`src/rotated_blit_address_generator_assert.svh`:
```
// assertion macros shared by the rotated blit address generator rtl
// no dependencies; define NO_ASSERTIONS to compile them away
`ifndef ROTATED_BLIT_ADDRESS_GENERATOR_ASSERT_SVH
`define ROTATED_BLIT_ADDRESS_GENERATOR_ASSERT_SVH
`ifndef NO_ASSERTIONS
// property checked on every rising clock edge outside reset
`define RBAG_ASSERT(label, clk, rst_n, prop, msg) \
  label: assert property (@(posedge clk) disable iff (!rst_n) prop) else $error(msg);
// antecedent on one edge implies consequent on the next edge
`define RBAG_ASSERT_NEXT(label, clk, rst_n, ante, cons, msg) \
  label: assert property (@(posedge clk) disable iff (!rst_n) (ante) |=> (cons)) else $error(msg);
`else
`define RBAG_ASSERT(label, clk, rst_n, prop, msg)
`define RBAG_ASSERT_NEXT(label, clk, rst_n, ante, cons, msg)
`endif
`endif

```
`src/rbag_pkg.sv`:
```
// shared types and constants of the rotated blit address generator
// no dependencies
package rbag_pkg;

  localparam int CFG_W     = 12;
  localparam int CFG_IDX_W = 3;
  localparam int QT_W      = 2;
  localparam int SRC_W     = 24;
  localparam int DST_W     = 22;

  localparam int MAX_DIM_DEF = 2048;
  localparam int BPP_DEF     = 3;

  typedef enum logic [CFG_IDX_W-1:0] {
    CFG_IMAGE_WIDTH   = 3'd0,
    CFG_IMAGE_HEIGHT  = 3'd1,
    CFG_SCREEN_WIDTH  = 3'd2,
    CFG_SCREEN_HEIGHT = 3'd3,
    CFG_ROW_STRIDE    = 3'd4,
    CFG_QUARTER_TURNS = 3'd5
  } cfg_reg_t;

  typedef enum logic [QT_W-1:0] {
    ROT_0   = 2'd0,
    ROT_90  = 2'd1,
    ROT_180 = 2'd2,
    ROT_270 = 2'd3
  } rot_t;

  // control travelling with a request from the walk stage to the address stage
  typedef struct packed {
    logic valid;
    logic last;
  } stage_ctl_t;

endpackage

```
`src/rotated_blit_address_generator.sv`:
```
// top level of the rotated, centred blit address generator
// depends on rbag_pkg, rbag_cfg, rbag_walk and rbag_addr
//
//   channel  direction  handshake            payload
//   cfg      in         cfg_we               cfg_index, cfg_wdata
//   in       in         in_valid / in_stall  in_restart
//   out      out        out_valid / out_stall out_source_offset, out_dest_address,
//                                            out_last_pixel
//
// one request per clock sustained while out_stall stays low; the walk register
// and the output register form a two-deep pipeline, so a new request is taken
// while a finished result waits on out_stall
// in_stall rises only when both stages hold results and out_stall is high
// synchronous active-low reset: walk idle until a request with restart set,
// registers back to one (quarter turns to zero)
// an idle request without restart is consumed and gives no result
module rotated_blit_address_generator #(
  parameter int MAX_DIM         = rbag_pkg::MAX_DIM_DEF,
  parameter int BYTES_PER_PIXEL = rbag_pkg::BPP_DEF
) (
  input  logic                           clk,
  input  logic                           rst_n,
  // configuration write port
  input  logic                           cfg_we,
  input  logic [rbag_pkg::CFG_IDX_W-1:0] cfg_index,
  input  logic [rbag_pkg::CFG_W-1:0]     cfg_wdata,
  // request channel
  input  logic                           in_valid,
  output logic                           in_stall,
  input  logic                           in_restart,
  // result channel
  output logic                           out_valid,
  input  logic                           out_stall,
  output logic [rbag_pkg::SRC_W-1:0]     out_source_offset,
  output logic [rbag_pkg::DST_W-1:0]     out_dest_address,
  output logic                           out_last_pixel
);

  localparam int DW  = $clog2(MAX_DIM + 1);
  localparam int CW  = $clog2(MAX_DIM);
  localparam int IBW = $clog2(MAX_DIM * BYTES_PER_PIXEL + 1);

  // geometry, to be settled by the user while the block is idle; the block itself does not enforce it
  logic [DW-1:0]             img_w, img_h, copy_w, copy_h, stride;
  logic [CW-1:0]             off_x, off_y;
  logic [rbag_pkg::QT_W-1:0] quarter_turns;
  logic [IBW-1:0]            img_w_bytes;

  // walk stage to address stage
  rbag_pkg::stage_ctl_t s1_ctl;
  logic [CW-1:0]        s1_col, s1_row, s1_sx, s1_sy;
  logic                 s2_ready;

  // register file plus clamped sizes, clipped region and centring offsets
  rbag_cfg #(
    .MAX_DIM (MAX_DIM),
    .BPP     (BYTES_PER_PIXEL)
  ) u_cfg (
    .clk           (clk),
    .rst_n         (rst_n),
    .cfg_we        (cfg_we),
    .cfg_index     (cfg_index),
    .cfg_wdata     (cfg_wdata),
    .img_w         (img_w),
    .img_h         (img_h),
    .copy_w        (copy_w),
    .copy_h        (copy_h),
    .off_x         (off_x),
    .off_y         (off_y),
    .stride        (stride),
    .quarter_turns (quarter_turns),
    .img_w_bytes   (img_w_bytes)
  );

  // row-major walk of the region; rotation maps the position to clamped source x/y
  rbag_walk #(
    .MAX_DIM (MAX_DIM)
  ) u_walk (
    .clk           (clk),
    .rst_n         (rst_n),
    .in_valid      (in_valid),
    .in_stall      (in_stall),
    .in_restart    (in_restart),
    .img_w         (img_w),
    .img_h         (img_h),
    .copy_w        (copy_w),
    .copy_h        (copy_h),
    .quarter_turns (quarter_turns),
    .s2_ready      (s2_ready),
    .s1_ctl        (s1_ctl),
    .s1_col        (s1_col),
    .s1_row        (s1_row),
    .s1_sx         (s1_sx),
    .s1_sy         (s1_sy)
  );

  // one multiply-add per address, straight into the output register
  rbag_addr #(
    .MAX_DIM (MAX_DIM),
    .BPP     (BYTES_PER_PIXEL)
  ) u_addr (
    .clk               (clk),
    .rst_n             (rst_n),
    .s1_ctl            (s1_ctl),
    .s1_col            (s1_col),
    .s1_row            (s1_row),
    .s1_sx             (s1_sx),
    .s1_sy             (s1_sy),
    .off_x             (off_x),
    .off_y             (off_y),
    .stride            (stride),
    .img_w_bytes       (img_w_bytes),
    .s2_ready          (s2_ready),
    .out_valid         (out_valid),
    .out_stall         (out_stall),
    .out_source_offset (out_source_offset),
    .out_dest_address  (out_dest_address),
    .out_last_pixel    (out_last_pixel)
  );

endmodule

```
`src/rbag_cfg.sv`:
```
// configuration registers and derived copy-region geometry
// depends on rbag_pkg
module rbag_cfg #(
  parameter int MAX_DIM = rbag_pkg::MAX_DIM_DEF,
  parameter int BPP     = rbag_pkg::BPP_DEF,
  localparam int DW     = $clog2(MAX_DIM + 1),
  localparam int CW     = $clog2(MAX_DIM),
  localparam int IBW    = $clog2(MAX_DIM * BPP + 1)
) (
  input  logic                           clk,
  input  logic                           rst_n,
  input  logic                           cfg_we,
  input  logic [rbag_pkg::CFG_IDX_W-1:0] cfg_index,
  input  logic [rbag_pkg::CFG_W-1:0]     cfg_wdata,
  output logic [DW-1:0]                  img_w,
  output logic [DW-1:0]                  img_h,
  output logic [DW-1:0]                  copy_w,
  output logic [DW-1:0]                  copy_h,
  output logic [CW-1:0]                  off_x,
  output logic [CW-1:0]                  off_y,
  output logic [DW-1:0]                  stride,
  output logic [rbag_pkg::QT_W-1:0]      quarter_turns,
  output logic [IBW-1:0]                 img_w_bytes
);

  logic [rbag_pkg::CFG_W-1:0] img_w_r, img_h_r, scr_w_r, scr_h_r, stride_r;
  logic [rbag_pkg::QT_W-1:0]  qt_r;
  logic [DW-1:0]              scr_w, scr_h, rot_w, rot_h;

  // zero reads as one, oversize reads as the largest dimension
  function automatic logic [DW-1:0] dim_of(input logic [rbag_pkg::CFG_W-1:0] v);
    logic [DW-1:0] d;
    if (v == '0) begin
      d = DW'(1);
    end else if (int'(v) > MAX_DIM) begin
      d = DW'(MAX_DIM);
    end else begin
      d = DW'(v);
    end
    return d;
  endfunction

  always_ff @(posedge clk) begin
    if (!rst_n) begin
      img_w_r  <= rbag_pkg::CFG_W'(1);
      img_h_r  <= rbag_pkg::CFG_W'(1);
      scr_w_r  <= rbag_pkg::CFG_W'(1);
      scr_h_r  <= rbag_pkg::CFG_W'(1);
      stride_r <= rbag_pkg::CFG_W'(1);
      qt_r     <= rbag_pkg::ROT_0;
    end else if (cfg_we) begin
      case (cfg_index)
        rbag_pkg::CFG_IMAGE_WIDTH:   img_w_r  <= cfg_wdata;
        rbag_pkg::CFG_IMAGE_HEIGHT:  img_h_r  <= cfg_wdata;
        rbag_pkg::CFG_SCREEN_WIDTH:  scr_w_r  <= cfg_wdata;
        rbag_pkg::CFG_SCREEN_HEIGHT: scr_h_r  <= cfg_wdata;
        rbag_pkg::CFG_ROW_STRIDE:    stride_r <= cfg_wdata;
        rbag_pkg::CFG_QUARTER_TURNS: qt_r     <= cfg_wdata[rbag_pkg::QT_W-1:0];
        default: ;
      endcase
    end
  end

  always_comb begin
    img_w         = dim_of(img_w_r);
    img_h         = dim_of(img_h_r);
    scr_w         = dim_of(scr_w_r);
    scr_h         = dim_of(scr_h_r);
    stride        = dim_of(stride_r);
    quarter_turns = qt_r;
    // odd quarter turns swap the image axes
    rot_w         = qt_r[0] ? img_h : img_w;
    rot_h         = qt_r[0] ? img_w : img_h;
    copy_w        = (rot_w < scr_w) ? rot_w : scr_w;
    copy_h        = (rot_h < scr_h) ? rot_h : scr_h;
    off_x         = CW'((scr_w - copy_w) >> 1);
    off_y         = CW'((scr_h - copy_h) >> 1);
    img_w_bytes   = IBW'(int'(img_w) * BPP);
  end

endmodule

```
`src/rbag_walk.sv`:
```
// region walk: column/row state, request handshake, source coordinates
// depends on rbag_pkg and the assertion macro header
`include "rotated_blit_address_generator_assert.svh"
module rbag_walk #(
  parameter int MAX_DIM = rbag_pkg::MAX_DIM_DEF,
  localparam int DW     = $clog2(MAX_DIM + 1),
  localparam int CW     = $clog2(MAX_DIM),
  localparam int SW     = DW + 1
) (
  input  logic                      clk,
  input  logic                      rst_n,
  input  logic                      in_valid,
  output logic                      in_stall,
  input  logic                      in_restart,
  input  logic [DW-1:0]             img_w,
  input  logic [DW-1:0]             img_h,
  input  logic [DW-1:0]             copy_w,
  input  logic [DW-1:0]             copy_h,
  input  logic [rbag_pkg::QT_W-1:0] quarter_turns,
  input  logic                      s2_ready,
  output rbag_pkg::stage_ctl_t      s1_ctl,
  output logic [CW-1:0]             s1_col,
  output logic [CW-1:0]             s1_row,
  output logic [CW-1:0]             s1_sx,
  output logic [CW-1:0]             s1_sy
);

  logic [CW-1:0]        column_r, column_nxt, row_r, row_nxt;
  logic                 finished_r, finished_nxt;
  rbag_pkg::stage_ctl_t s1_ctl_r, s1_ctl_nxt;
  logic [CW-1:0]        s1_col_r, s1_row_r, s1_sx_r, s1_sy_r;
  logic                 s1_ready, accept, emit, end_col, end_row;
  logic [CW-1:0]        col_cur, row_cur;
  logic signed [SW-1:0] c_s, r_s, iw_m1, ih_m1, sx_raw, sy_raw;

  function automatic logic [CW-1:0] clamp_coord(input logic signed [SW-1:0] v,
                                                input logic [DW-1:0] size);
    logic [CW-1:0] o;
    if (v < 0) begin
      o = '0;
    end else if (v >= $signed(SW'(size))) begin
      o = CW'(size - DW'(1));
    end else begin
      o = CW'(v);
    end
    return o;
  endfunction

  always_comb begin
    s1_ready = !s1_ctl_r.valid || s2_ready;
    in_stall = !s1_ready;
    accept   = in_valid && s1_ready;
    col_cur  = in_restart ? '0 : column_r;
    row_cur  = in_restart ? '0 : row_r;
    emit     = accept && (in_restart || !finished_r);
    end_col  = (DW'(col_cur) + DW'(1)) >= copy_w;
    end_row  = (DW'(row_cur) + DW'(1)) >= copy_h;

    column_nxt   = column_r;
    row_nxt      = row_r;
    finished_nxt = finished_r;
    if (emit) begin
      if (!end_col) begin
        column_nxt   = CW'(DW'(col_cur) + DW'(1));
        row_nxt      = row_cur;
        finished_nxt = 1'b0;
      end else begin
        column_nxt = '0;
        if (!end_row) begin
          row_nxt      = CW'(DW'(row_cur) + DW'(1));
          finished_nxt = 1'b0;
        end else begin
          row_nxt      = '0;
          finished_nxt = 1'b1;
        end
      end
    end

    c_s   = $signed(SW'(col_cur));
    r_s   = $signed(SW'(row_cur));
    iw_m1 = $signed(SW'(img_w)) - SW'(1);
    ih_m1 = $signed(SW'(img_h)) - SW'(1);
    case (quarter_turns)
      rbag_pkg::ROT_0: begin
        sx_raw = c_s;
        sy_raw = r_s;
      end
      rbag_pkg::ROT_90: begin
        sx_raw = iw_m1 - r_s;
        sy_raw = c_s;
      end
      rbag_pkg::ROT_180: begin
        sx_raw = iw_m1 - c_s;
        sy_raw = ih_m1 - r_s;
      end
      default: begin
        sx_raw = r_s;
        sy_raw = ih_m1 - c_s;
      end
    endcase

    s1_ctl_nxt = s1_ctl_r;
    if (s1_ready) begin
      s1_ctl_nxt.valid = emit;
      s1_ctl_nxt.last  = end_col && end_row;
    end
  end

  always_ff @(posedge clk) begin
    if (!rst_n) begin
      column_r   <= '0;
      row_r      <= '0;
      finished_r <= 1'b1;
      s1_ctl_r   <= '0;
    end else begin
      column_r   <= column_nxt;
      row_r      <= row_nxt;
      finished_r <= finished_nxt;
      s1_ctl_r   <= s1_ctl_nxt;
    end
  end

  always_ff @(posedge clk) begin
    if (emit) begin
      s1_col_r <= col_cur;
      s1_row_r <= row_cur;
      s1_sx_r  <= clamp_coord(sx_raw, img_w);
      s1_sy_r  <= clamp_coord(sy_raw, img_h);
    end
  end

  assign s1_ctl = s1_ctl_r;
  assign s1_col = s1_col_r;
  assign s1_row = s1_row_r;
  assign s1_sx  = s1_sx_r;
  assign s1_sy  = s1_sy_r;

  `RBAG_ASSERT(a_idle_at_origin, clk, rst_n, finished_r |-> (column_r == '0) && (row_r == '0), "idle walk not parked at the region origin")
  `RBAG_ASSERT_NEXT(a_idle_no_request, clk, rst_n, accept && finished_r && !in_restart, !s1_ctl_r.valid, "request issued while idle")
  `RBAG_ASSERT_NEXT(a_last_goes_idle, clk, rst_n, emit && end_col && end_row, finished_r, "walk did not stop after the last pixel")

endmodule

```
`src/rbag_addr.sv`:
```
// address stage: source offset and destination address into the output register
// depends on rbag_pkg
module rbag_addr #(
  parameter int MAX_DIM = rbag_pkg::MAX_DIM_DEF,
  parameter int BPP     = rbag_pkg::BPP_DEF,
  localparam int DW     = $clog2(MAX_DIM + 1),
  localparam int CW     = $clog2(MAX_DIM),
  localparam int IBW    = $clog2(MAX_DIM * BPP + 1)
) (
  input  logic                         clk,
  input  logic                         rst_n,
  input  rbag_pkg::stage_ctl_t         s1_ctl,
  input  logic [CW-1:0]                s1_col,
  input  logic [CW-1:0]                s1_row,
  input  logic [CW-1:0]                s1_sx,
  input  logic [CW-1:0]                s1_sy,
  input  logic [CW-1:0]                off_x,
  input  logic [CW-1:0]                off_y,
  input  logic [DW-1:0]                stride,
  input  logic [IBW-1:0]               img_w_bytes,
  output logic                         s2_ready,
  output logic                         out_valid,
  input  logic                         out_stall,
  output logic [rbag_pkg::SRC_W-1:0]   out_source_offset,
  output logic [rbag_pkg::DST_W-1:0]   out_dest_address,
  output logic                         out_last_pixel
);

  logic                       out_valid_r;
  logic [rbag_pkg::SRC_W-1:0] src_r, src_nxt;
  logic [rbag_pkg::DST_W-1:0] dst_r, dst_nxt;
  logic                       last_r;

  always_comb begin
    s2_ready = !out_valid_r || !out_stall;
    // sy*(width*bpp) + sx*bpp, wrapping at the field width
    src_nxt  = rbag_pkg::SRC_W'(s1_sy) * rbag_pkg::SRC_W'(img_w_bytes)
             + rbag_pkg::SRC_W'(int'(s1_sx) * BPP);
    dst_nxt  = (rbag_pkg::DST_W'(off_y) + rbag_pkg::DST_W'(s1_row)) * rbag_pkg::DST_W'(stride)
             + rbag_pkg::DST_W'(off_x) + rbag_pkg::DST_W'(s1_col);
  end

  always_ff @(posedge clk) begin
    if (!rst_n) begin
      out_valid_r <= 1'b0;
    end else if (s2_ready) begin
      out_valid_r <= s1_ctl.valid;
    end
  end

  always_ff @(posedge clk) begin
    if (s2_ready && s1_ctl.valid) begin
      src_r  <= src_nxt;
      dst_r  <= dst_nxt;
      last_r <= s1_ctl.last;
    end
  end

  assign out_valid         = out_valid_r;
  assign out_source_offset = src_r;
  assign out_dest_address  = dst_r;
  assign out_last_pixel    = last_r;

endmodule
```
`config.mk`:
```
export PLATFORM = sky130hd
export DESIGN_NAME = rotated_blit_address_generator
export DESIGN_NICKNAME = d
export VERILOG_FILES = /design/src/rbag_pkg.sv /design/src/rotated_blit_address_generator.sv /design/src/rbag_cfg.sv /design/src/rbag_walk.sv /design/src/rbag_addr.sv
export VERILOG_INCLUDE_DIRS = /design/src /design/src/src
export SDC_FILE = /design/constraint.sdc
export NUM_CORES = 1
export LEC_CHECK = 0
export BUFFER_PORTS_ARGS = -buffer_cell sky130_fd_sc_hd__buf_4
export CAP_MARGIN = 20
export CORE_MARGIN = 5
export CORE_UTILIZATION = 40
export DETAILED_ROUTE_END_ITERATION = 8
export PLACE_DENSITY_LB_ADDON = 0.3
export SETUP_SLACK_MARGIN = 0.5
export SYNTH_ARGS = -nofsm -noshare
export SYNTH_HDL_FRONTEND = slang
export SYNTH_SLANG_ARGS = --single-unit
```
`constraint.sdc`:
```
create_clock -name clk -period 24.6 [get_ports clk]
set_clock_uncertainty 0.1 [all_clocks]
set_input_delay 3.69 -clock clk [delete_from_list [all_inputs] [get_ports clk]]
set_output_delay 3.69 -clock clk [all_outputs]
set_load 0.005 [all_outputs]
```
Yosys cells after proc, flatten, opt, wreduce, memory -nomap -nowiden
Cells that the tools add are included.

Register bits after elaboration: 179. Latch bits: 0. RAM bits: 0. Memory bits (read-only): 0. Output and inout bits: 49. Memories: 0.

$add $sub $neg: 16. $mul: 4. Div/mod/pow operators: 0. $lt $le $gt $ge: 13. Eq/ne operators: 7. Shift operators: 0. Muxes and demuxes: 25. Bitwise operators: 0. Reduce and logical (&&, ||, !) cells: 25.

Operators with widths (number): two-way mux 12 bit (14); case mux 13 bit (3 select lines) (2); two-way mux 11 bit (7); > comparator 12 bit, second input constant (5); zero test 12 bit (5); subtractor 13 x 12 -> 13 bit (4); adder 22 x 11 -> 22 bit (2); >= comparator 13 bit (2); less-than comparator 13 x 1 -> 1 bit, second input constant (2); subtractor 12 x 1 -> 13 bit, second input constant (2); adder 11 x 1 -> 12 bit, second input constant (2); adder 24 bit (1); >= comparator 12 bit (2); less-than comparator 12 bit (2); multiplier 11 x 13 -> 24 bit (1); subtractor 12 bit (2); multiplier 22 x 12 -> 22 bit (1); subtractor 11 x 1 -> 11 bit, second input constant (2); multiplier 11 x 2 -> 13 bit, second input constant (1); multiplier 12 x 2 -> 13 bit, second input constant (1); adder 11 x 11 -> 12 bit (1); AND reduction 2 bit (6); == test 3 x 2 -> 1 bit, second input constant (2); == test 3 bit, second input constant (2); other kinds (9) (19).

Logic depth before layout (Yosys ltp)
Gate-level depths: netlist of run 1.

Depth after elaboration: 11. Gate-level depth with buffers: 50.

Modules after synthesis
From an unflattened synthesis of run 1, not the netlist that was laid out.

Cells, all modules: 2926. Area total of the unflattened synthesis: 25085.3 µm².

Modules (own cells, without submodules): rbag_addr (instances 1, cells an instance 1363, area an instance 12833.6 µm², seq. area each 1431.4 µm²); rbag_walk (instances 1, cells an instance 784, area an instance 6576.3 µm², seq. area each 1821.7 µm²); rbag_cfg (instances 1, cells an instance 779, area an instance 5675.4 µm², seq. area each 1241.2 µm²).

Least setup slack after synthesis of run 1
OpenSTA, ideal clock, no wires.

Kind: register to register. Start: reg u_cfg.img_h_r[11] (netlist bit). End: reg u_addr.dst_r, in the netlist u_addr.out_dest_address[21], data pin. Arrival time: 10776 ps. Data required time: 24235 ps. Path slack: 13459 ps. Cell stages (with the launch flop): 48. Period minus slack after synthesis: 11141 ps. Path through: dfxtp_1 buf_2 inv_1 clkbuf_1 clkbuf_1 nand2_1 o21ai_0 ha_1 a21oi_1 o21ai_0 a221oi_1 a21boi_1 clkbuf_1 nor2_1 a21oi_1 ha_1 a21oi_1 a21oi_1 [... 12 more ...] inv_1 fa_1 inv_1 fa_1 fa_1 fa_1 inv_1 fa_1 inv_1 ha_1 a21o_1 a21oi_1 o21ai_0 a21o_1 a21o_1 a2111o_1 o211ai_1 xor2_1.

Cells in the longest elaborated chain, start to end: 11.

RTL lines: start, declared (line rbag_cfg.sv:26) `logic [rbag_pkg::CFG_W-1:0] img_w_r, img_h_r, scr_w_r, scr_h_r, stride_r;`; start signal, assigned (line rbag_cfg.sv:46) `img_h_r <= rbag_pkg::CFG_W'(1);`; start signal, assigned (line rbag_cfg.sv:54) `rbag_pkg::CFG_IMAGE_HEIGHT: img_h_r <= cfg_wdata;`; > comparator 12 bit (line rbag_cfg.sv:35) `end else if (int'(v) > MAX_DIM) begin`; two-way mux 12 bit (line rbag_cfg.sv:35); two-way mux 12 bit * (line rbag_cfg.sv:33) `if (v == '0) begin`; two-way mux 12 bit (line rbag_cfg.sv:73) `rot_h = qt_r[0] ? img_w : img_h;`; less-than comparator 12 bit (line rbag_cfg.sv:75) `copy_h = (rot_h < scr_h) ? rot_h : scr_h;`; two-way mux 12 bit (line rbag_cfg.sv:75); subtractor 12 bit (line rbag_cfg.sv:77) `off_y = CW'((scr_h - copy_h) >> 1);`; adder 11 x 11 -> 12 bit (line rbag_addr.sv:39) `dst_nxt = (rbag_pkg::DST_W'(off_y) + rbag_pkg::DST_W'(s1_row)) * rbag_pkg::DST_W'(stride)`; multiplier 22 x 12 -> 22 bit (line rbag_addr.sv:39); adder 22 x 11 -> 22 bit * (2 in a row) (line rbag_addr.sv:40) `+ rbag_pkg::DST_W'(off_x) + rbag_pkg::DST_W'(s1_col);`; via u_addr.dst_nxt, one bit (line rbag_addr.sv:31) `logic [rbag_pkg::DST_W-1:0] dst_r, dst_nxt;`; end signal, assigned (line rbag_addr.sv:54) `dst_r <= dst_nxt;`; end, declared (line rbag_addr.sv:31).

The timed path passes the listed nets; every way through them passes the cells marked *. A chain may end at the register's enable or synchronous reset.

Worst setup path in the final report of run 1
Start: reg u_cfg.img_w_r[11] (netlist bit). End: reg u_addr.dst_r, in the netlist u_addr.out_dest_address[21], data pin.

Cells in the longest elaborated chain, start to end: 11.

RTL lines: start, declared (line rbag_cfg.sv:26); start signal, assigned (line rbag_cfg.sv:45) `img_w_r <= rbag_pkg::CFG_W'(1);`; start signal, assigned (line rbag_cfg.sv:53) `rbag_pkg::CFG_IMAGE_WIDTH: img_w_r <= cfg_wdata;`; > comparator 12 bit (line rbag_cfg.sv:35); two-way mux 12 bit (line rbag_cfg.sv:35); two-way mux 12 bit * (line rbag_cfg.sv:33); two-way mux 12 bit (line rbag_cfg.sv:73); less-than comparator 12 bit (line rbag_cfg.sv:75); two-way mux 12 bit (line rbag_cfg.sv:75); subtractor 12 bit (line rbag_cfg.sv:77); adder 11 x 11 -> 12 bit (line rbag_addr.sv:39); multiplier 22 x 12 -> 22 bit (line rbag_addr.sv:39); adder 22 x 11 -> 22 bit * (2 in a row) (line rbag_addr.sv:40); via u_addr.dst_nxt, one bit (line rbag_addr.sv:31).

Marks and branches as above.

==> results of run 1 <==
cells in the final DEF (no fill, tap or decap), types with 9 or more instances in the layout:
master	instances
a211oi_1	15
a21boi_0	75
a21o_1	44
a21oi_1	112
a221oi_1	15
a22oi_1	10
a31oi_1	11
and2_1	67
and3_1	9
buf_4	105
clkbuf_16	19
dfxtp_1	88
edfxtp_1	91
fa_1	235
ha_1	304
inv_1	360
mux2i_1	57
nand2_1	402
nand2b_1	33
nand3_1	43
nor2_1	190
nor2b_1	65
nor3_1	23
nor4_1	13
o211ai_1	9
o21a_1	11
o21ai_0	74
o21bai_1	18
xnor2_1	93
xor2_1	43
metal layers:
layer	vias up	track usage	part of all wire
met3	64	0.0293	0.055
met4	0	0.0585	0.022
met5	-	0	0
met1	9164	0.300	0.48
li1	9010	-	-
met2	540	0.316	0.44
final timing paths:
check,from,end,slack (ns),cells after the start
max,u_cfg.img_w_r[11]$_SDFFE_PN0P_,u_addr.out_dest_address[21]$_DFFE_PP_,11.41,45
min,u_walk.s1_ctl[0]$_SDFFE_PN0N_,u_addr.out_last_pixel$_DFFE_PP_,0.36,0
max reg2reg,u_cfg.img_w_r[11]$_SDFFE_PN0P_,u_addr.out_dest_address[21]$_DFFE_PP_,11.41,45
min reg2reg,u_walk.s1_ctl[0]$_SDFFE_PN0N_,u_addr.out_last_pixel$_DFFE_PP_,0.36,0
worst register-to-register path, delay by kind of cell, from the launching register on:
family / cells / cell delay [ns]
buffers and inverters: 7 / 0.80
adders and majority gates: 10 / 4.51
DFF: 1 / 0.59
AOI/OAI and AO/OA: 21 / 5.24
and+or+nand+nor: 5 / 0.84
xor gates and xnor gates: 2 / 0.88
sequential cells by signal, summed over array words and instances (netlist names):
| signal | cells |
|---|---|
| u_cfg.img_h_r | 12 |
| u_walk.s1_col | 11 |
| u_cfg.scr_h_r | 12 |
| u_walk.s1_row | 11 |
| u_walk.row_r | 11 |
| u_walk.s1_ctl | 2 |
| u_walk.s1_sy | 11 |
| u_addr.out_last_pixel | 1 |
| u_addr.out_valid | 1 |
| u_walk.s1_sx | 11 |
| u_walk.column_r | 11 |
| u_addr.out_dest_address | 22 |
| u_cfg.stride_r | 12 |
| u_cfg.quarter_turns | 2 |
| u_walk.finished_r | 1 |
| u_cfg.img_w_r | 12 |
| u_addr.out_source_offset | 24 |
| u_cfg.scr_w_r | 12 |
metrics by stage:
step                power [mW]  cell area, um2  std cells
floorplan                 1.23           23600       2715
global route              1.97           25700       3523
finish                    1.80           25700       3523
detailed placement        1.50           25000       3490
CTS                       1.81           25600       3522
global placement          1.48           25000       3489
cell type report:
| class | count | share of cell area |
|---|---|---|
| clock inverter | 11 | 0.00493 |
| timing repair buffer | 106 | 0.0312 |
| inverter | 362 | 0.0530 |
| multi-input combinational | 2071 | 0.679 |
| tap | 773 | 0.0377 |
| clock buffer | 21 | 0.0194 |
| sequential | 179 | 0.175 |
power breakdown:
part / switching [mW] / internal [mW]
combinational: 0.633 / 0.454
sequential: 0.0208 / 0.392
clock: 0.146 / 0.151
cell families (layout without fill, tap and decap cells):
kind of cell / Yosys count / after routing / share of synthesized area
muxes: 60 / 60 / 0.0256
and+or+nand+nor: 878 / 878 / 0.168
xor gates and xnor gates: 136 / 136 / 0.0504
adders and majority gates: 539 / 539 / 0.360
AOI/OAI and AO/OA: 458 / 458 / 0.132
DFF: 179 / 179 / 0.190
buffers and inverters: 465 / 500 / 0.0745
==> results_dict.tcl, run 1 <==
set metrics [dict create \
    worst_slew_pin_slew_ns 1.09 \
    root_buffer "clkbuf_16" \
    area_growth_pct 8.49 \
    rsz0062_at_grt "no" \
    grt-ovfl-total 0 \
    die_area_um2 64100 \
    grt_pass1_vias 19000 \
    drv_slew 0 \
    grt_max_degree 85 \
    ys_ff_latch 179 \
    dr.pass1.iters 5 \
    crit_family "compound AO/OA/AOI/OAI gates" \
    gp_congestion 0.953 \
    synth_warnings 0 \
    postRouteAntennaNets 0 \
    die_h_um 253 \
    crit_required_ns 24.76 \
    fp-row-count 89 \
    cts_hold_buf 0 \
    wl_um 64700 \
    dieWidth_um 253 \
    fmax_mhz 75.8 \
    setup_viol 0 \
    numPortBuffers 69 \
    post-route-min-period_ns 13.19 \
    grt_pass1_wl_um 104000 \
    cts_sinks 179 \
    critical_path_class "flop to flop" \
    hpwl_um 52600 \
    clkLatencyLatePin_ns 0.50 \
    maxCapViolCount 0 \
    ios 70 \
    status "finished, final reports clean" \
    synth_edf_count 91 \
    synth.most_common_cell "nand2_1" \
    synth_seq_area_share 0.190 \
    power_per_cell_area_nw_per_um2 70.0 \
    syn_inst 2715 \
    layout-drive-gt1-share 0.0596 \
    cts_resized 0 \
    dp_slack_ns 11.71 \
    peakVddDrop_uv 74.1 \
    synthTopCellsByCount "402 x nand2_1, 361 x inv_1, 304 x ha_1" \
    cp_max_fo 12 \
    antenna_found_initial 0 \
    grt_usage 0.205 \
    hold_slack_ns 0.361 \
    postCtsSetupBuffers 0 \
    synthArstFlopShare 0 \
    cp.buffers_inverters 7 \
    multi_input_area_um2 17400 \
    layout.filler_cells 5758 \
    drcViolationCount 0 \
    vias_per_cell 5.33 \
    slew_headroom 0.269 \
    synth_area_um2 23600 \
    synth_top_cell_by_area "fa_1" \
    antenna_cells 0 \
    finalHoldViolCount 0 \
    crit_arrival_ns 13.35 \
    cts_buffers 17 \
    end_kind "flop" \
    clkTransAtPathRegs_ns 0.09 \
    syn_nets 3275 \
    startpoint_type "flop" \
    max_stage_delay_ns 0.88 \
    hp-class "flop to flop" \
    initial_core_util 0.402 \
    htreeDepth 4 \
    fin_util 0.436 \
    fin_nets 3297 \
    vias 18800 \
    cts_tree "done" \
    leakage_nw 12.1 \
    design.core.area_um2 58800 \
    drtIter0Drc 1253 \
    syn_area_per_cell_um2 8.71 \
    crit_path_top_delay_cell "a2111oi_0" \
    seqCellArea_um2 4490 \
    fin_crit_sh 0.536 \
    synthTopCellsByArea "fa_1 20%, ha_1 16%, edfxtp_1 12%" \
    netlist.area_leader.share 0.199 \
    ys.flop_type "edfxtp_1" \
    ys_types 76 \
    wl_per_cell_um 18.4 \
    cts_buffer_depth 2 \
    setup_ws_ns 11.41 \
    final.setup.tns_ns 0 \
]
Power figures use the tool's default switching activity.
==> run 2: changes to the inputs <==
Settings changed: ABC_AREA set to 1.
Clock period 24.6 ns to 13.8 ns, I/O delays scaled along.
==> results_dict.tcl, run 2 <==
set metrics [dict create \
    status "finished, final reports clean" \
    end_kind "flop" \
    initial_core_util 0.404 \
    maxCapViolCount 0 \
    max_stage_delay_ns 0.85 \
    grt_usage 0.205 \
    synthArstFlopShare 0 \
    clkLatencyLatePin_ns 0.49 \
    antenna_cells 0 \
    startpoint_type "flop" \
    die_area_um2 64600 \
    ios 70 \
    clkTransAtPathRegs_ns 0.07 \
    dieWidth_um 254 \
    place_inst 3930 \
    peakVddDrop_uv 421 \
    root_buffer "clkbuf_16" \
    p_comb_frac 0.779 \
    ys.flop_type "edfxtp_1" \
    syn_area_per_cell_um2 7.59 \
    synth_warnings 0 \
    layout-drive-gt1-share 0.0477 \
    synth.most_common_cell "nand2_1" \
    hp-class "flop to flop" \
    finalHoldViolCount 0 \
    crit_arrival_ns 12.39 \
    dp_slack_ns 1.85 \
    drcViolationCount 0 \
    synthTopCellsByCount "641 x nand2_1, 612 x inv_1, 317 x nor2_1" \
    setup_ws_ns 1.64 \
    cts_tree "done" \
    grt-ovfl-total 0 \
    synth_area_um2 23900 \
    netlist.area_leader.share 0.197 \
    fp-row-count 89 \
    die_h_um 254 \
    critical_path_class "flop to flop" \
    cts_buffer_depth 2 \
    layout_common_cells "641 x nand2_1, 612 x inv_1, 317 x nor2_1" \
    crit_required_ns 14.04 \
    postRouteAntennaNets 0 \
    cts_resized 0 \
    numPortBuffers 69 \
    cts_sinks 179 \
    setup_viol 0 \
    design.core.area_um2 59000 \
    synthTopCellsByArea "fa_1 20%, ha_1 16%, edfxtp_1 11%" \
    grt_pass1_vias 18800 \
    fin_crit_sh 0.881 \
    leakage_nw 13.3 \
    largest_reg_flops 24 \
    dr.pass1.iters 6 \
    syn_nets 3703 \
    final_common_cell "nand2_1" \
    syn_inst 3143 \
    gp_congestion 0.927 \
    p_clk_frac 0.079 \
    fmax_mhz 82.3 \
    synth_edf_count 91 \
    synth_seq_area_share 0.188 \
    post-route-min-period_ns 12.16 \
    layoutNonFillerInstCount 3962 \
    grt_pass1_wl_um 105000 \
    power_per_cell_area_nw_per_um2 263 \
    final.setup.tns_ns 0 \
    cts_hold_buf 0 \
    rsz0062_at_grt "no" \
    antenna_found_initial 0 \
    power.switching_mw 3.54 \
    area_growth_pct 8.03 \
    postCtsSetupBuffers 0 \
    wl_per_cell_um 16.6 \
    ys_ff_latch 179 \
    grt_max_degree 66 \
    drv_slew 0 \
    htreeDepth 4 \
    seqCellArea_um2 4490 \
    ys_types 55 \
    fin_nets 3736 \
    wl_um 65800 \
    synth_top_cell_by_area "fa_1" \
    cts_buffers 17 \
    seqPwrFrac 0.142 \
    hpwl_um 54200 \
    multi_input_area_um2 16800 \
    vias_per_cell 5.07 \
    p_int_mw 3.24 \
    slew_headroom 0.278 \
    worst_slew_pin_slew_ns 1.08 \
    cp_max_fo 29 \
    layout.filler_cells 6054 \
    crit_path_top_delay_cell "dfxtp_1" \
    drtIter0Drc 1800 \
    vias 20100 \
    p_sw_frac 0.522 \
]
==> run 2: cell types whose count changed in the layout (fill, tap and decap cells not counted), sizes merged, moves of 65 or more <==
cell	change
a21oi	+81
nor2	+132
o21ai	+126
inv	+251
a21boi	-73
nand2	+253
nor2b	-65
and2	-66
==> run 2: power groups by stage <==
stage / Combinational [mW] / Clock, mW / Sequential, mW
3_5_place_dp: 5.26 / 0 / 0.976
5_1_grt: 6.11 / 0.567 / 0.973
6_report: 5.28 / 0.535 / 0.965
3_3_place_gp: 5.21 / 0 / 0.974
2_1_floorplan: 4.06 / 0 / 0.958
4_1_cts: 5.30 / 0.548 / 0.964
==> run 2: stage by stage <==
step           hold WS [ns]   util  power [mW]  area, um2
6_report              0.351  0.437        6.78      25800
5_1_grt               0.354  0.437        7.65      25800
3_5_place_dp          0.330  0.426        6.24      25200
2_1_floorplan         0.303      -        5.01      23900
4_1_cts               0.349  0.437        6.82      25800
3_3_place_gp          0.330  0.426        6.19      25200
==> run 2: final cells by class <==
type / count / area share
tap: 773 / 0.0375
clock inverter: 6 / 0.00238
inverter: 629 / 0.0916
multi-input combinational: 2273 / 0.651
sequential: 179 / 0.174
timing repair buffer: 76 / 0.0221
clock buffer: 26 / 0.0215
==> run 2: final timing paths <==
| kind | depth (start not counted) | start | end | slack (ns) |
|---|---|---|---|---|
| max | 46 | u_cfg.quarter_turns[0]$_SDFFE_PN0P_ | u_addr.out_dest_address[20]$_DFFE_PP_ | 1.64 |
| max reg2reg | 46 | u_cfg.quarter_turns[0]$_SDFFE_PN0P_ | u_addr.out_dest_address[20]$_DFFE_PP_ | 1.64 |
| min | 0 | u_walk.s1_ctl[0]$_SDFFE_PN0N_ | u_addr.out_last_pixel$_DFFE_PP_ | 0.35 |
| min reg2reg | 0 | u_walk.s1_ctl[0]$_SDFFE_PN0N_ | u_addr.out_last_pixel$_DFFE_PP_ | 0.35 |
==> run 2: worst max-delay path, delay by kind of cell, from the launching register on <==
family / cells / cell delay [ns]
fa+ha+maj: 10 / 4.45
compound gates: 14 / 3.62
simple gates: 12 / 1.65
buf+inv: 8 / 0.97
flops: 1 / 0.85
xor+xnor: 2 / 0.34
==> run 2: cell families (layout without fill, tap and decap cells) <==
group | count (synthesis) | after routing | synth area share
xor gates and xnor gates | 110 | 110 | 0.0407
DFF | 179 | 179 | 0.188
AOI/OAI and AO/OA | 480 | 480 | 0.110
adders and majority gates | 539 | 539 | 0.357
and+or+nand+nor | 1144 | 1144 | 0.195
buffers and inverters | 691 | 737 | 0.110
==> run 2: per-layer routing <==
layer / up-vias / track usage / part of all wire
li1: 9984 / - / -
met1: 9384 / 0.326 / 0.50
met2: 663 / 0.289 / 0.41
met3: 45 / 0.0413 / 0.081
met4: 0 / 0.0397 / 0.012
met5: - / 0 / 0
==> run 3: changes to the inputs <==
Settings changed: RECOVER_POWER set to 50.
==> results_dict.tcl, run 3 (synthesis gave the netlist of run 2 again) <==
set metrics [dict create \
    status "finished, violations left" \
    violations "capacitance limit, slew limit" \
    holdPathStages 0 \
    postCtsSetupBuffers 0 \
    worstReg2RegEnd "u_addr.out_dest_address[20]$_DFFE_PP_" \
    seqCellArea_um2 4490 \
    vias_per_cell 5.06 \
    end_kind "flop" \
    crit_arrival_ns 12.40 \
    cts_hold_buf 0 \
    cp_max_fo 29 \
    largest_reg_flops 24 \
    critical_path_class "flop to flop" \
    leakage_nw 13.2 \
    setup_viol 0 \
    initial_core_util 0.404 \
    layoutNonFillerInstCount 3962 \
    startpoint_type "flop" \
    fp-row-count 89 \
    hold_slack_ns 0.348 \
    place_inst 3930 \
    setup_ws_ns 1.64 \
    rsz0062_at_grt "no" \
    place_area_um2 25200 \
    vias 20000 \
    fin_nets 3736 \
    post-route-min-period_ns 12.16 \
    drcViolationCount 0 \
    cts_sinks 179 \
    reg2reg_depth 46 \
    finalPower_mw 6.77 \
    fmax_mhz 82.2 \
    antenna_found_initial 0 \
    max_stage_delay_ns 0.85 \
    hold_end "u_addr.out_last_pixel$_DFFE_PP_" \
    layout.filler_cells 6063 \
    grt_pass1_wl_um 105000 \
    cts_buffer_depth 2 \
    postRouteAntennaNets 0 \
    fin_util 0.436 \
    dr.pass1.iters 6 \
    htreeDepth 4 \
    grt_max_degree 66 \
    crit_family "adder cells" \
    gp_congestion 0.927 \
    grt_usage 0.205 \
    wl_um 65600 \
    cts_tree "done" \
    power_per_cell_area_nw_per_um2 263 \
    final.setup.tns_ns 0 \
    dp_slack_ns 1.85 \
    drv_slew 91 \
    finalHoldViolCount 0 \
    maxCapViolCount 2 \
    hp-class "flop to flop" \
    crit_path_top_delay_cell "dfxtp_1" \
    crit_required_ns 14.04 \
    cts_resized 0 \
    layout-drive-gt1-share 0.0426 \
    peakVddDrop_uv 419 \
    clkLatencyLatePin_ns 0.49 \
    grt-ovfl-total 0 \
    final_area_um2 25700 \
    cts_buffers 17 \
    die_area_um2 64600 \
    clkTransAtPathRegs_ns 0.07 \
    slew_headroom -0.712 \
    root_buffer "clkbuf_16" \
    cp.buffers_inverters 8 \
    design.core.area_um2 59000 \
    layout_common_cells "642 x nand2_1, 614 x inv_1, 318 x nor2_1" \
    multi_input_area_um2 16800 \
    area_growth_pct 7.79 \
    grt_pass1_vias 18800 \
    min_from "u_walk.s1_ctl[0]$_SDFFE_PN0N_" \
    wl_per_cell_um 16.6 \
    dieWidth_um 254 \
    fin_crit_sh 0.881 \
    antenna_cells 0 \
    hpwl_um 54200 \
    drtIter0Drc 1856 \
    final_common_cell "nand2_1" \
    die_h_um 254 \
    r2r-start "u_cfg.quarter_turns[0]$_SDFFE_PN0P_" \
    numPortBuffers 69 \
    r2r_slack_ns 1.64 \
    worst_slew_pin_slew_ns 2.57 \
    ios 70 \
]
[run 3: changes by cell type in the layout (fill, tap and decap cells not counted), sizes merged]
cell    before  now
buf         76   23
clkbuf      26   79
[run 3: metal layers]
layer  up-vias  GRT usage  routed length, um
met2       644      0.289              26700
met1      9347      0.326              33000
met3        42     0.0413               5230
li1       9995          -                  -
met4         0     0.0397                750
met5         -          0                  0
[run 3: report_power, final]
group / leakage [nW] / internal [mW] / switching (mW)
clock: 0.310 / 0.296 / 0.238
combinational: 11.3 / 2.02 / 3.25
sequential: 1.58 / 0.915 / 0.0492
total: 13.2 / 3.23 / 3.54
[run 3: layout make-up]
| class | count | share of cell area |
|---|---|---|
| multi-input combinational | 2273 | 0.651 |
| inverter | 629 | 0.0918 |
| sequential | 179 | 0.175 |
| clock inverter | 6 | 0.00238 |
| clock buffer | 26 | 0.0215 |
| tap | 773 | 0.0376 |
| timing repair buffer | 76 | 0.0206 |
[run 3: worst max path at each step]
stage / startpoint / end / depth (start not counted)
floorplan: u_cfg.img_h_r[4]$_SDFFE_PN0P_ / u_addr.out_dest_address[20]$_DFFE_PP_ / 51
global placement: u_cfg.quarter_turns[0]$_SDFFE_PN0P_ / u_addr.out_dest_address[20]$_DFFE_PP_ / 46
detailed placement: u_cfg.quarter_turns[0]$_SDFFE_PN0P_ / u_addr.out_dest_address[20]$_DFFE_PP_ / 46
global route: u_cfg.quarter_turns[0]$_SDFFE_PN0P_ / u_addr.out_dest_address[20]$_DFFE_PP_ / 46
CTS: u_cfg.quarter_turns[0]$_SDFFE_PN0P_ / u_addr.out_dest_address[20]$_DFFE_PP_ / 46
finish: u_cfg.quarter_turns[0]$_SDFFE_PN0P_ / u_addr.out_dest_address[20]$_DFFE_PP_ / 46
[run 3: worst register-to-register path, delay by kind of cell (launching register included)]
kind / cells / cell delay, ns
xor gates and xnor gates: 2 / 0.34
and+or+nand+nor: 12 / 1.65
AOI/OAI and AO/OA: 14 / 3.64
buffers and inverters: 8 / 0.99
DFF: 1 / 0.85
adders and majority gates: 10 / 4.44
